### src/hw/rtl/stereo_rms_level_meter_macros.svh
// ----------------------------------------------------------------------------
// Stereo RMS level meter assertion macros
// Shared concurrent assertion forms, clocked on the rising edge and held off
// during reset.
// ----------------------------------------------------------------------------
`ifndef STEREO_RMS_LEVEL_METER_MACROS_SVH
`define STEREO_RMS_LEVEL_METER_MACROS_SVH

// Check a consequence in the same cycle as its cause
`define SRMS_ASSERT_SAME(lbl, clk_s, rstn_s, ante, cons, msg) \
    lbl: assert property (@(posedge clk_s) disable iff (!rstn_s) (ante) |-> (cons)) \
        else $error(msg);

// Check a consequence in the cycle after its cause
`define SRMS_ASSERT_NEXT(lbl, clk_s, rstn_s, ante, cons, msg) \
    lbl: assert property (@(posedge clk_s) disable iff (!rstn_s) (ante) |=> (cons)) \
        else $error(msg);

`endif

### src/hw/rtl/srms_pkg.sv
// ----------------------------------------------------------------------------
// Stereo RMS level meter package
// Widths, register indexes and shared status type.
// ----------------------------------------------------------------------------
`default_nettype none

package srms_pkg;

    // Field widths
    localparam int SAMPLE_W = 16;
    localparam int HALF_W   = 15;
    localparam int SQ_W     = 29;
    localparam int SUM_W    = 38;
    localparam int ROOT_W   = SUM_W / 2;
    localparam int COEF_W   = 16;
    localparam int LEVEL_W  = 15;
    localparam int FS_W     = 15;
    localparam int SCALED_W = 16;
    localparam int FRAC_W   = 16;

    // Smoothing arithmetic widths
    localparam int PA_W  = LEVEL_W + COEF_W;
    localparam int PB_W  = ROOT_W + COEF_W;
    localparam int ACC_W = PB_W + 1;

    localparam logic [LEVEL_W-1:0] LEVEL_MAX  = '1;
    localparam logic [ACC_W-1:0]   ROUND_HALF = ACC_W'(1) << (FRAC_W - 1);

    // Configuration port
    localparam int ADDR_W = 4;
    localparam int DATA_W = 32;
    localparam logic [1:0] REG_DECAY      = 2'd0;
    localparam logic [1:0] REG_GAIN       = 2'd1;
    localparam logic [1:0] REG_FULL_SCALE = 2'd2;

    localparam logic [COEF_W-1:0] DECAY_RESET = 16'd60948;
    localparam logic [COEF_W-1:0] GAIN_RESET  = 16'd5898;
    localparam logic [FS_W-1:0]   FS_RESET    = 15'd5571;

    // Status of an iterative unit
    typedef struct packed {
        logic busy;
        logic done;
    } unit_status_t;

endpackage

`default_nettype wire

### src/hw/rtl/srms_lane.sv
// ----------------------------------------------------------------------------
// Stereo RMS level meter lane
// Halves one channel sample and registers its square.
// ----------------------------------------------------------------------------
`default_nettype none

module srms_lane
(
    input  wire logic                             clk,
    input  wire logic                             en,
    input  wire logic signed [srms_pkg::SAMPLE_W-1:0] sample,
    output logic             [srms_pkg::SQ_W-1:0]     square
);

    logic signed [srms_pkg::HALF_W-1:0]     half;
    logic signed [2*srms_pkg::HALF_W-1:0]   prod;
    logic        [srms_pkg::SQ_W-1:0]       sq_reg;

    // Halve by arithmetic shift, then square
    assign half = sample[srms_pkg::SAMPLE_W-1:1];
    assign prod = half * half;

    // Hold the square for the merge stage
    always_ff @(posedge clk)
    begin
        if (en)
        begin
            sq_reg <= prod[srms_pkg::SQ_W-1:0];
        end
    end

    assign square = sq_reg;

endmodule

`default_nettype wire

### src/hw/rtl/srms_divider.sv
// ----------------------------------------------------------------------------
// Stereo RMS level meter divider
// Restoring unsigned divider, one quotient bit per cycle.
// ----------------------------------------------------------------------------
`default_nettype none

module srms_divider #(
    parameter int DW = 38,
    parameter int VW = 15
)
(
    input  wire logic                   clk,
    input  wire logic                   rst_n,
    input  wire logic                   start,
    input  wire logic [DW-1:0]          dividend,
    input  wire logic [VW-1:0]          divisor,
    output logic [DW-1:0]               quotient,
    output srms_pkg::unit_status_t      status
);

    localparam int CNTW = $clog2(DW + 1);

    logic [DW-1:0]   quo_reg, quo_next;
    logic [VW-1:0]   rem_reg, rem_next;
    logic [VW-1:0]   div_reg, div_next;
    logic [CNTW-1:0] cnt_reg, cnt_next;
    logic            busy_reg, busy_next;
    logic            done_reg, done_next;
    logic [VW:0]     shifted;
    logic [VW:0]     diff;
    logic            fits;

    // Bring down the next dividend bit and try a subtract
    assign shifted = {rem_reg, quo_reg[DW-1]};
    assign diff    = shifted - {1'b0, div_reg};
    assign fits    = shifted >= {1'b0, div_reg};

    always_comb
    begin
        quo_next  = quo_reg;
        rem_next  = rem_reg;
        div_next  = div_reg;
        cnt_next  = cnt_reg;
        busy_next = busy_reg;
        done_next = 1'b0;
        if (start)
        begin
            quo_next  = dividend;
            rem_next  = '0;
            div_next  = divisor;
            cnt_next  = CNTW'(DW);
            busy_next = 1'b1;
        end
        else if (busy_reg)
        begin
            quo_next = {quo_reg[DW-2:0], fits};
            rem_next = fits ? diff[VW-1:0] : shifted[VW-1:0];
            cnt_next = cnt_reg - CNTW'(1);
            if (cnt_reg == CNTW'(1))
            begin
                busy_next = 1'b0;
                done_next = 1'b1;
            end
        end
    end

    // Advance one step per cycle
    always_ff @(posedge clk or negedge rst_n)
    begin
        if (!rst_n)
        begin
            cnt_reg  <= '0;
            busy_reg <= 1'b0;
            done_reg <= 1'b0;
        end
        else
        begin
            cnt_reg  <= cnt_next;
            busy_reg <= busy_next;
            done_reg <= done_next;
        end
    end

    always_ff @(posedge clk)
    begin
        quo_reg <= quo_next;
        rem_reg <= rem_next;
        div_reg <= div_next;
    end

    assign quotient    = quo_reg;
    assign status.busy = busy_reg;
    assign status.done = done_reg;

endmodule

`default_nettype wire

### src/hw/rtl/srms_isqrt.sv
// ----------------------------------------------------------------------------
// Stereo RMS level meter square root
// Digit-by-digit integer square root (floor), one root bit per cycle.
// ----------------------------------------------------------------------------
`default_nettype none

module srms_isqrt #(
    parameter int IW = 38
)
(
    input  wire logic                   clk,
    input  wire logic                   rst_n,
    input  wire logic                   start,
    input  wire logic [IW-1:0]          radicand,
    output logic [IW/2-1:0]             root,
    output srms_pkg::unit_status_t      status
);

    localparam int RTW  = IW / 2;
    localparam int RW   = RTW + 3;
    localparam int CNTW = $clog2(RTW + 1);

    logic [IW-1:0]   val_reg, val_next;
    logic [RW-1:0]   rem_reg, rem_next;
    logic [RTW-1:0]  root_reg, root_next;
    logic [CNTW-1:0] cnt_reg, cnt_next;
    logic            busy_reg, busy_next;
    logic            done_reg, done_next;
    logic [RW-1:0]   rem_s;
    logic [RW-1:0]   trial;
    logic            fits;

    // Bring down two bits and test the next root bit
    assign rem_s = {rem_reg[RW-3:0], val_reg[IW-1:IW-2]};
    assign trial = {1'b0, root_reg, 2'b01};
    assign fits  = rem_s >= trial;

    always_comb
    begin
        val_next  = val_reg;
        rem_next  = rem_reg;
        root_next = root_reg;
        cnt_next  = cnt_reg;
        busy_next = busy_reg;
        done_next = 1'b0;
        if (start)
        begin
            val_next  = radicand;
            rem_next  = '0;
            root_next = '0;
            cnt_next  = CNTW'(RTW);
            busy_next = 1'b1;
        end
        else if (busy_reg)
        begin
            val_next  = {val_reg[IW-3:0], 2'b00};
            rem_next  = fits ? (rem_s - trial) : rem_s;
            root_next = {root_reg[RTW-2:0], fits};
            cnt_next  = cnt_reg - CNTW'(1);
            if (cnt_reg == CNTW'(1))
            begin
                busy_next = 1'b0;
                done_next = 1'b1;
            end
        end
    end

    always_ff @(posedge clk or negedge rst_n)
    begin
        if (!rst_n)
        begin
            cnt_reg  <= '0;
            busy_reg <= 1'b0;
            done_reg <= 1'b0;
        end
        else
        begin
            cnt_reg  <= cnt_next;
            busy_reg <= busy_next;
            done_reg <= done_next;
        end
    end

    always_ff @(posedge clk)
    begin
        val_reg  <= val_next;
        rem_reg  <= rem_next;
        root_reg <= root_next;
    end

    assign root        = root_reg;
    assign status.busy = busy_reg;
    assign status.done = done_reg;

endmodule

`default_nettype wire

### src/hw/rtl/stereo_rms_level_meter.sv
// ----------------------------------------------------------------------------
// Stereo RMS level meter
// Buffered stereo RMS with exponential smoothing and full-scale mapping.
// ----------------------------------------------------------------------------
// Frames are taken one per cycle while a buffer is open: two lanes halve and
// square the left and right samples, and a merge stage adds both squares into
// a saturating 38-bit sum. A buffer closes on a frame with tlast set or on the
// MAX_FRAMES-th frame. The closing frame then passes through the shared bit-serial
// divider for the mean, the square root unit, the smoothing multiply and sum,
// and the divider again for the scaled level; no frame is taken during that
// time. The result waits in an output register, so the next buffer opens at
// once even if the result has not been taken yet; only when an earlier result
// still occupies that register does the closing frame wait for it to drain.
`default_nettype none

`include "stereo_rms_level_meter_macros.svh"

module stereo_rms_level_meter #(
    parameter int MAX_FRAMES = 256
)
(
    input  wire logic        clk,
    input  wire logic        rst_n,
    // Frame input
    input  wire logic        s_tvalid,
    output logic             s_tready,
    input  wire logic [31:0] s_tdata,   // [15:0] left_sample, [31:16] right_sample
    input  wire logic        s_tlast,   // last_frame
    // Level output
    output logic             m_tvalid,
    input  wire logic        m_tready,
    output logic [31:0]      m_tdata,   // [14:0] smoothed_level, [30:15] scaled_level
    // Configuration
    input  wire logic        psel,
    input  wire logic        penable,
    input  wire logic        pwrite,
    input  wire logic [srms_pkg::ADDR_W-1:0] paddr,
    input  wire logic [srms_pkg::DATA_W-1:0] pwdata,
    output logic [srms_pkg::DATA_W-1:0]      prdata,
    output logic             pready
);

    localparam int CW    = $clog2(MAX_FRAMES + 1);
    localparam int DVW   = (CW + 1 > srms_pkg::FS_W) ? CW + 1 : srms_pkg::FS_W;
    localparam int SUMXW = srms_pkg::SUM_W + 1;

    typedef enum logic [5:0] {
        ST_IDLE  = 6'b000001,
        ST_MEAN  = 6'b000010,
        ST_ROOT  = 6'b000100,
        ST_SUM   = 6'b001000,
        ST_SCALE = 6'b010000,
        ST_DONE  = 6'b100000
    } state_t;

    state_t state_reg, state_next;

    logic [srms_pkg::COEF_W-1:0]   decay_coef_reg;
    logic [srms_pkg::COEF_W-1:0]   gain_coef_reg;
    logic [srms_pkg::FS_W-1:0]     full_scale_reg;

    logic [CW-1:0]                 count_reg, count_next;
    logic [CW-1:0]                 pipe_n_reg;
    logic                          pipe_valid_reg;
    logic                          pipe_end_reg;
    logic [srms_pkg::SUM_W-1:0]    square_sum_reg, square_sum_next;
    logic [srms_pkg::LEVEL_W-1:0]  level_reg, level_next;
    logic [srms_pkg::PA_W-1:0]     prod_a_reg;
    logic [srms_pkg::PB_W-1:0]     prod_b_reg;
    logic [srms_pkg::SCALED_W-1:0] scaled_reg;
    logic                          m_tvalid_reg, m_tvalid_next;
    logic [srms_pkg::LEVEL_W-1:0]  out_level_reg;
    logic [srms_pkg::SCALED_W-1:0] out_scaled_reg;

    logic                          s_accept;
    logic                          end_in;
    logic                          cfg_write;
    logic [srms_pkg::SQ_W-1:0]     sq_l, sq_r;
    logic [SUMXW-1:0]              sum_wide;
    logic [srms_pkg::SUM_W-1:0]    sum_sat;
    logic [srms_pkg::ACC_W-1:0]    acc;
    logic [srms_pkg::LEVEL_W-1:0]  lvl_sat;
    logic [srms_pkg::FS_W-1:0]     fs_eff;
    logic                          load_prod;
    logic                          load_scaled;
    logic                          out_load;

    logic                          div_start;
    logic [srms_pkg::SUM_W-1:0]    div_dividend;
    logic [DVW-1:0]                div_divisor;
    logic [srms_pkg::SUM_W-1:0]    div_quotient;
    srms_pkg::unit_status_t        div_status;
    logic                          sqrt_start;
    logic [srms_pkg::ROOT_W-1:0]   sqrt_root;
    srms_pkg::unit_status_t        sqrt_status;

    // ------------------------------------------------------------------
    // Configuration registers
    // ------------------------------------------------------------------
    assign pready    = 1'b1;
    assign cfg_write = psel && penable && pwrite && pready;

    always_ff @(posedge clk or negedge rst_n)
    begin
        if (!rst_n)
        begin
            decay_coef_reg <= srms_pkg::DECAY_RESET;
            gain_coef_reg  <= srms_pkg::GAIN_RESET;
            full_scale_reg <= srms_pkg::FS_RESET;
        end
        else if (cfg_write)
        begin
            unique case (paddr[3:2])
                srms_pkg::REG_DECAY:
                    decay_coef_reg <= pwdata[srms_pkg::COEF_W-1:0];
                srms_pkg::REG_GAIN:
                    gain_coef_reg <= pwdata[srms_pkg::COEF_W-1:0];
                srms_pkg::REG_FULL_SCALE:
                    full_scale_reg <= pwdata[srms_pkg::FS_W-1:0];
                default:
                begin
                end
            endcase
        end
    end

    // Read back a register
    always_comb
    begin
        unique case (paddr[3:2])
            srms_pkg::REG_DECAY:      prdata = srms_pkg::DATA_W'(decay_coef_reg);
            srms_pkg::REG_GAIN:       prdata = srms_pkg::DATA_W'(gain_coef_reg);
            srms_pkg::REG_FULL_SCALE: prdata = srms_pkg::DATA_W'(full_scale_reg);
            default:                  prdata = '0;
        endcase
    end

    // ------------------------------------------------------------------
    // Input handshake and frame count
    // ------------------------------------------------------------------
    assign s_tready = (state_reg == ST_IDLE) && !(pipe_valid_reg && pipe_end_reg);
    assign s_accept = s_tvalid && s_tready;
    assign end_in   = s_tlast || (count_reg == CW'(MAX_FRAMES - 1));

    always_comb
    begin
        count_next = count_reg;
        if (s_accept)
        begin
            count_next = end_in ? '0 : count_reg + CW'(1);
        end
    end

    // ------------------------------------------------------------------
    // Square lanes
    // ------------------------------------------------------------------
    srms_lane u_lane_left (
        .clk    (clk),
        .en     (s_accept),
        .sample (s_tdata[15:0]),
        .square (sq_l)
    );

    srms_lane u_lane_right (
        .clk    (clk),
        .en     (s_accept),
        .sample (s_tdata[31:16]),
        .square (sq_r)
    );

    // ------------------------------------------------------------------
    // Merge both lanes into the saturating sum
    // ------------------------------------------------------------------
    assign sum_wide = SUMXW'(square_sum_reg) + SUMXW'(sq_l) + SUMXW'(sq_r);
    assign sum_sat  = sum_wide[srms_pkg::SUM_W] ? '1 : sum_wide[srms_pkg::SUM_W-1:0];

    always_comb
    begin
        square_sum_next = square_sum_reg;
        if (pipe_valid_reg)
        begin
            square_sum_next = pipe_end_reg ? '0 : sum_sat;
        end
    end

    // ------------------------------------------------------------------
    // Smoothing: round, shift and saturate
    // ------------------------------------------------------------------
    assign acc = srms_pkg::ACC_W'(prod_a_reg) + srms_pkg::ACC_W'(prod_b_reg)
               + srms_pkg::ROUND_HALF;
    assign lvl_sat = (acc[srms_pkg::ACC_W-1:srms_pkg::FRAC_W+srms_pkg::LEVEL_W] != '0)
                   ? srms_pkg::LEVEL_MAX
                   : acc[srms_pkg::FRAC_W+srms_pkg::LEVEL_W-1:srms_pkg::FRAC_W];
    assign fs_eff  = (full_scale_reg == '0) ? srms_pkg::FS_W'(1) : full_scale_reg;

    // ------------------------------------------------------------------
    // Buffer-end sequencer
    // ------------------------------------------------------------------
    always_comb
    begin
        state_next    = state_reg;
        div_start     = 1'b0;
        sqrt_start    = 1'b0;
        load_prod     = 1'b0;
        load_scaled   = 1'b0;
        out_load      = 1'b0;
        level_next    = level_reg;
        div_dividend  = sum_sat;
        div_divisor   = DVW'({pipe_n_reg, 1'b0});
        unique case (state_reg)
            ST_IDLE:
            begin
                if (pipe_valid_reg && pipe_end_reg)
                begin
                    div_start  = 1'b1;
                    state_next = ST_MEAN;
                end
            end
            ST_MEAN:
            begin
                if (div_status.done)
                begin
                    sqrt_start = 1'b1;
                    state_next = ST_ROOT;
                end
            end
            ST_ROOT:
            begin
                if (sqrt_status.done)
                begin
                    load_prod  = 1'b1;
                    state_next = ST_SUM;
                end
            end
            ST_SUM:
            begin
                level_next   = lvl_sat;
                div_start    = 1'b1;
                div_dividend = srms_pkg::SUM_W'({lvl_sat, srms_pkg::FRAC_W'(0)});
                div_divisor  = DVW'(fs_eff);
                state_next   = ST_SCALE;
            end
            ST_SCALE:
            begin
                if (div_status.done)
                begin
                    load_scaled = 1'b1;
                    state_next  = ST_DONE;
                end
            end
            ST_DONE:
            begin
                if (!m_tvalid_reg || m_tready)
                begin
                    out_load   = 1'b1;
                    state_next = ST_IDLE;
                end
            end
            default:
            begin
                state_next = ST_IDLE;
            end
        endcase
    end

    // Shared divider: mean of squares, then level over full scale
    srms_divider #(
        .DW (srms_pkg::SUM_W),
        .VW (DVW)
    ) u_divider (
        .clk      (clk),
        .rst_n    (rst_n),
        .start    (div_start),
        .dividend (div_dividend),
        .divisor  (div_divisor),
        .quotient (div_quotient),
        .status   (div_status)
    );

    srms_isqrt #(
        .IW (srms_pkg::SUM_W)
    ) u_isqrt (
        .clk      (clk),
        .rst_n    (rst_n),
        .start    (sqrt_start),
        .radicand (div_quotient),
        .root     (sqrt_root),
        .status   (sqrt_status)
    );

    // ------------------------------------------------------------------
    // Output register
    // ------------------------------------------------------------------
    always_comb
    begin
        m_tvalid_next = m_tvalid_reg;
        if (out_load)
        begin
            m_tvalid_next = 1'b1;
        end
        else if (m_tready)
        begin
            m_tvalid_next = 1'b0;
        end
    end

    assign m_tvalid = m_tvalid_reg;
    assign m_tdata  = {1'b0, out_scaled_reg, out_level_reg};

    // ------------------------------------------------------------------
    // Control and state registers
    // ------------------------------------------------------------------
    always_ff @(posedge clk or negedge rst_n)
    begin
        if (!rst_n)
        begin
            state_reg      <= ST_IDLE;
            count_reg      <= '0;
            pipe_valid_reg <= 1'b0;
            pipe_end_reg   <= 1'b0;
            square_sum_reg <= '0;
            level_reg      <= '0;
            m_tvalid_reg   <= 1'b0;
        end
        else
        begin
            state_reg      <= state_next;
            count_reg      <= count_next;
            pipe_valid_reg <= s_accept;
            if (s_accept)
            begin
                pipe_end_reg <= end_in;
            end
            square_sum_reg <= square_sum_next;
            level_reg      <= level_next;
            m_tvalid_reg   <= m_tvalid_next;
        end
    end

    // Payload registers
    always_ff @(posedge clk)
    begin
        if (s_accept)
        begin
            pipe_n_reg <= count_reg + CW'(1);
        end
        if (load_prod)
        begin
            prod_a_reg <= srms_pkg::PA_W'(level_reg) * srms_pkg::PA_W'(decay_coef_reg);
            prod_b_reg <= srms_pkg::PB_W'(sqrt_root) * srms_pkg::PB_W'(gain_coef_reg);
        end
        if (load_scaled)
        begin
            scaled_reg <= (div_quotient[srms_pkg::SUM_W-1:srms_pkg::SCALED_W] != '0)
                        ? '1 : div_quotient[srms_pkg::SCALED_W-1:0];
        end
        if (out_load)
        begin
            out_level_reg  <= level_reg;
            out_scaled_reg <= scaled_reg;
        end
    end

    // ------------------------------------------------------------------
    // Assertions
    // ------------------------------------------------------------------
    `SRMS_ASSERT_SAME(a_end_blocks_input, clk, rst_n,
        pipe_valid_reg && pipe_end_reg, !s_tready,
        "frame accepted while a buffer end is being merged")

    `SRMS_ASSERT_SAME(a_count_in_range, clk, rst_n,
        1'b1, count_reg < CW'(MAX_FRAMES),
        "frame count reached the buffer limit without closing")

    `SRMS_ASSERT_SAME(a_div_free_on_start, clk, rst_n,
        div_start, !div_status.busy && !sqrt_status.busy,
        "divider started while an iterative unit is busy")

    `SRMS_ASSERT_SAME(a_scaled_follows_level, clk, rst_n,
        m_tvalid && (m_tdata[14:0] != 15'd0), m_tdata[30:15] != 16'd0,
        "nonzero level produced a zero scaled level")

    `SRMS_ASSERT_NEXT(a_result_after_load, clk, rst_n,
        out_load, m_tvalid && (state_reg == ST_IDLE),
        "result load did not present an item and reopen input")

endmodule

`default_nettype wire

### config.mk
export PLATFORM = sky130hd
export DESIGN_NAME = stereo_rms_level_meter
export DESIGN_NICKNAME = d
export VERILOG_FILES = /design/src/hw/rtl/srms_pkg.sv /design/src/hw/rtl/srms_lane.sv /design/src/hw/rtl/srms_divider.sv /design/src/hw/rtl/srms_isqrt.sv /design/src/hw/rtl/stereo_rms_level_meter.sv
export VERILOG_INCLUDE_DIRS = /design/src /design/src/hw/rtl
export SDC_FILE = /design/constraint.sdc
export NUM_CORES = 2
export LEC_CHECK = 0
export ABC_CLOCK_PERIOD_IN_PS = 10400
export BUFFER_PORTS_ARGS = -buffer_cell sky130_fd_sc_hd__buf_2
export CAP_MARGIN = 20
export CORE_MARGIN = 4
export CORE_UTILIZATION = 30
export CTS_CLUSTER_DIAMETER = 50
export DETAILED_ROUTE_END_ITERATION = 12
export GPL_TIMING_DRIVEN = 0
export PLACE_DENSITY_LB_ADDON = 0.15
export SLEW_MARGIN = 40
export SYNTH_ARGS = -nofsm -noshare
export SYNTH_HDL_FRONTEND = slang
export SYNTH_HIERARCHICAL = 1
export SYNTH_SLANG_ARGS = --single-unit
### constraint.sdc
create_clock -name clk -period 10.4 [get_ports clk]
set_input_delay 2.08 -clock clk [delete_from_list [all_inputs] [get_ports clk]]
set_output_delay 2.08 -clock clk [all_outputs]
set_load 0.02 [all_outputs]
==> results.toml <==
[floorplanning]
io_pins = 143
core_area_sq_um = 186000
die_w_um = 441
die_h_um = 441
fp.dieArea_sq_um = 195000
row_count = 158
initial_core_util_pct = 30.3

[sta]
finalCritPeriodShare_pct = 80.7
holdWs_ns = 0.418
finalMaxSlewViolations = 0
hold_violations = 0
max_slew_margin_pct = 42.7
skew_ns = 0.0548
fin_crit_ns = 8.40
tns_ns = 0
rsz0062_at_grt = "no"
tightest_slew_ns = 0.859
fmax_mhz = 119
setup_violations = 0

[critical_path]
r2r_start = "u_isqrt/root[7]$_SDFFE_PP0P_"
max_stage_delay_ns = 0.67
cpMaxStageDelayCell = "clkbuf_1"
r2r-end = "prod_b_reg[34]$_DFFE_PP_"
startpoint_type = "primary input"
rr_worst_depth = 22
path_common_cell = "fa_1"
worstPathCellList = "buf_2 -> clkbuf_1 -> nand2_1 -> inv_1 -> fa_1 -> fa_1 -> inv_1 -> fa_1 -> inv_1 -> fa_1 -> fa_1 -> inv_1 -> fa_1 -> inv_1 -> ha_1 -> a21oi_1 -> nor2b_1 -> or2_2 -> a2111o_1 -> a31o_1 -> a21oi_2 -> xnor2_1"
critPathRequiredTime_ns = 10.80
cp-end-kind = "register"
arrival_ns = 8.80
critPathKind = "primary input to register"
crit_fanout = 10
reg2reg_slack_ns = 2.60

[grt]
met1_usage_pct = 22.7
busiest_layer = "met2"
grt.total_usage_pct = 17.0
met3_usage_pct = 2.10
grt_pass1_vias = 43100
grt_overflow = 0
grt.met2_usage_pct = 29.2
grt_pass1_wl_um = 255000
antenna_found_initial = 12
grt_max_degree = 58

[placement]
dp_cells = 8347
placed_area_sq_um = 60400
dp.final_hpwl_um = 132000
portBuffers = 102
routabilityCongestion = 0.829

[layout]
fin_cells = 8486
drive_above_1_share_pct = 8.41
area_growth_pct = 11.6
fin_area_sq_um = 62900
n_fill_cell = 19200
multi_input_area_sq_um = 38700
register_area_sq_um = 12500
nets = 7350

[synth]
syn-cell-area_sq_um = 56400
avgSynthCellArea_sq_um = 9.83
yosys_warnings = 6
synthCells = 5733

[hold_path]
whs_endpoint = "out_scaled_reg[7]$_DFFE_PP_"
hp-class = "register to register"
min_path_cells = 0
hold_start = "scaled_reg[7]$_SDFFCE_PP1P_"

[route]
vias = 39600
wirelength_um = 161000
drc_errors = 0
drtIter0Drc = 2021
firstDrtPassIters = 5
ant_nets = 0
vias_per_cell = 4.67
avgRoutedWirePerCell_um = 19.0

[cts]
htree_levels = 3
ctsHoldBuffers = 0
cts-resized-gates = 0
cts_buffers = 72
cts.path.max_buffers = 3
clkTransAtPathRegs_ns = 0.06
clock_latency_ns = 0.67
cts_tree = "built"
numClockSinks = 456
root_buffer = "clkbuf_16"
post_cts_buffers = 0

[power]
p_leak_nw = 30.0
ir_worst_vdd_mv = 0.411
p_per_area_nw_per_um2 = 317

[flow_run]
maxCapViolations = 0

[outcome]
outcome = "completed"
==> layout make-up <==
class	instances	share of cell area, %
Multi-Input combinational cell	3943	61.6
Timing Repair Buffer	119	1.28
Sequential cell	456	19.9
Buffer	219	1.57
Antenna cell	4	0.0159
Tap cell	2480	4.93
Clock buffer	83	2.95
Inverter	1131	6.76
Clock inverter	51	1.03
==> cells in the final DEF (no fill, tap or decap), types with 21 or more instances in the layout <==
| cell type | instances |
|---|---|
| buf_2 | 115 |
| clkbuf_1 | 170 |
| xor2_1 | 56 |
| clkbuf_16 | 72 |
| ha_1 | 499 |
| edfxtp_1 | 269 |
| o21ai_0 | 138 |
| a21oi_1 | 185 |
| nor2b_1 | 38 |
| buf_4 | 25 |
| dfxtp_1 | 53 |
| nor2_1 | 293 |
| o22ai_1 | 31 |
| and3_1 | 26 |
| mux2_2 | 125 |
| nand3_1 | 53 |
| dfstp_2 | 22 |
| nor3_1 | 32 |
| a31oi_1 | 21 |
| fa_1 | 833 |
| nand2b_1 | 62 |
| inv_1 | 1125 |
| nand2_1 | 544 |
| and2_1 | 381 |
| dfrtp_1 | 111 |
| mux2i_1 | 54 |
| o21a_1 | 28 |
| a211oi_1 | 37 |
| a21o_1 | 64 |
| xnor2_1 | 129 |
==> per-layer routing <==
| metal | vias to the layer above | share of wire [%] |
|---|---|---|
| li1 | 18700 | - |
| met1 | 20200 | 45 |
| met2 | 652 | 49 |
| met3 | 157 | 3.8 |
| met4 | 2 | 2.4 |
| met5 | - | 0.0043 |
==> worst max path at each step <==
stage	endpoint	cells after the start	startpoint	slack [ns]
final	u_lane_left/square[25]$_DFFE_PP_	22	s_tdata[4]	2.00
after global routing	u_lane_right/square[25]$_DFFE_PP_	22	s_tdata[20]	1.66
after CTS	u_lane_left/square[25]$_DFFE_PP_	22	s_tdata[4]	2.01
after detailed placement	u_lane_left/square[25]$_DFFE_PP_	22	s_tdata[4]	1.28
after global placement	u_lane_left/square[25]$_DFFE_PP_	22	s_tdata[4]	1.26
after floorplan	u_lane_left/square[25]$_DFFE_PP_	21	s_tdata[4]	2.48
==> worst max-delay path, delay by kind of cell <==
family / cells / cell delay, ns
xor+xnor: 1 / 0.11
simple gates: 3 / 0.62
fa+ha+maj: 7 / 3.56
buf+inv: 7 / 1.48
compound gates: 4 / 0.94
==> metrics by stage <==
stage               setup slack (ns)  utilization, %  power, W
floorplan                       2.48               -    0.0136
global placement                1.26            32.3    0.0175
detailed placement              1.28            32.5    0.0176
CTS                             2.01            33.8    0.0202
global route                    1.66            33.8    0.0222
finish                          2.00            33.8    0.0199
==> power breakdown <==
part | internal [W] | leakage [nW] | switching (W)
registers | 0.00290 | 4.56 | 0.000425
clock network | 0.00152 | 1.18 | 0.000976
logic | 0.00566 | 24.2 | 0.00845
total | 0.0101 | 30.0 | 0.00985
No activity file was read; power rests on OpenSTA's default activity.
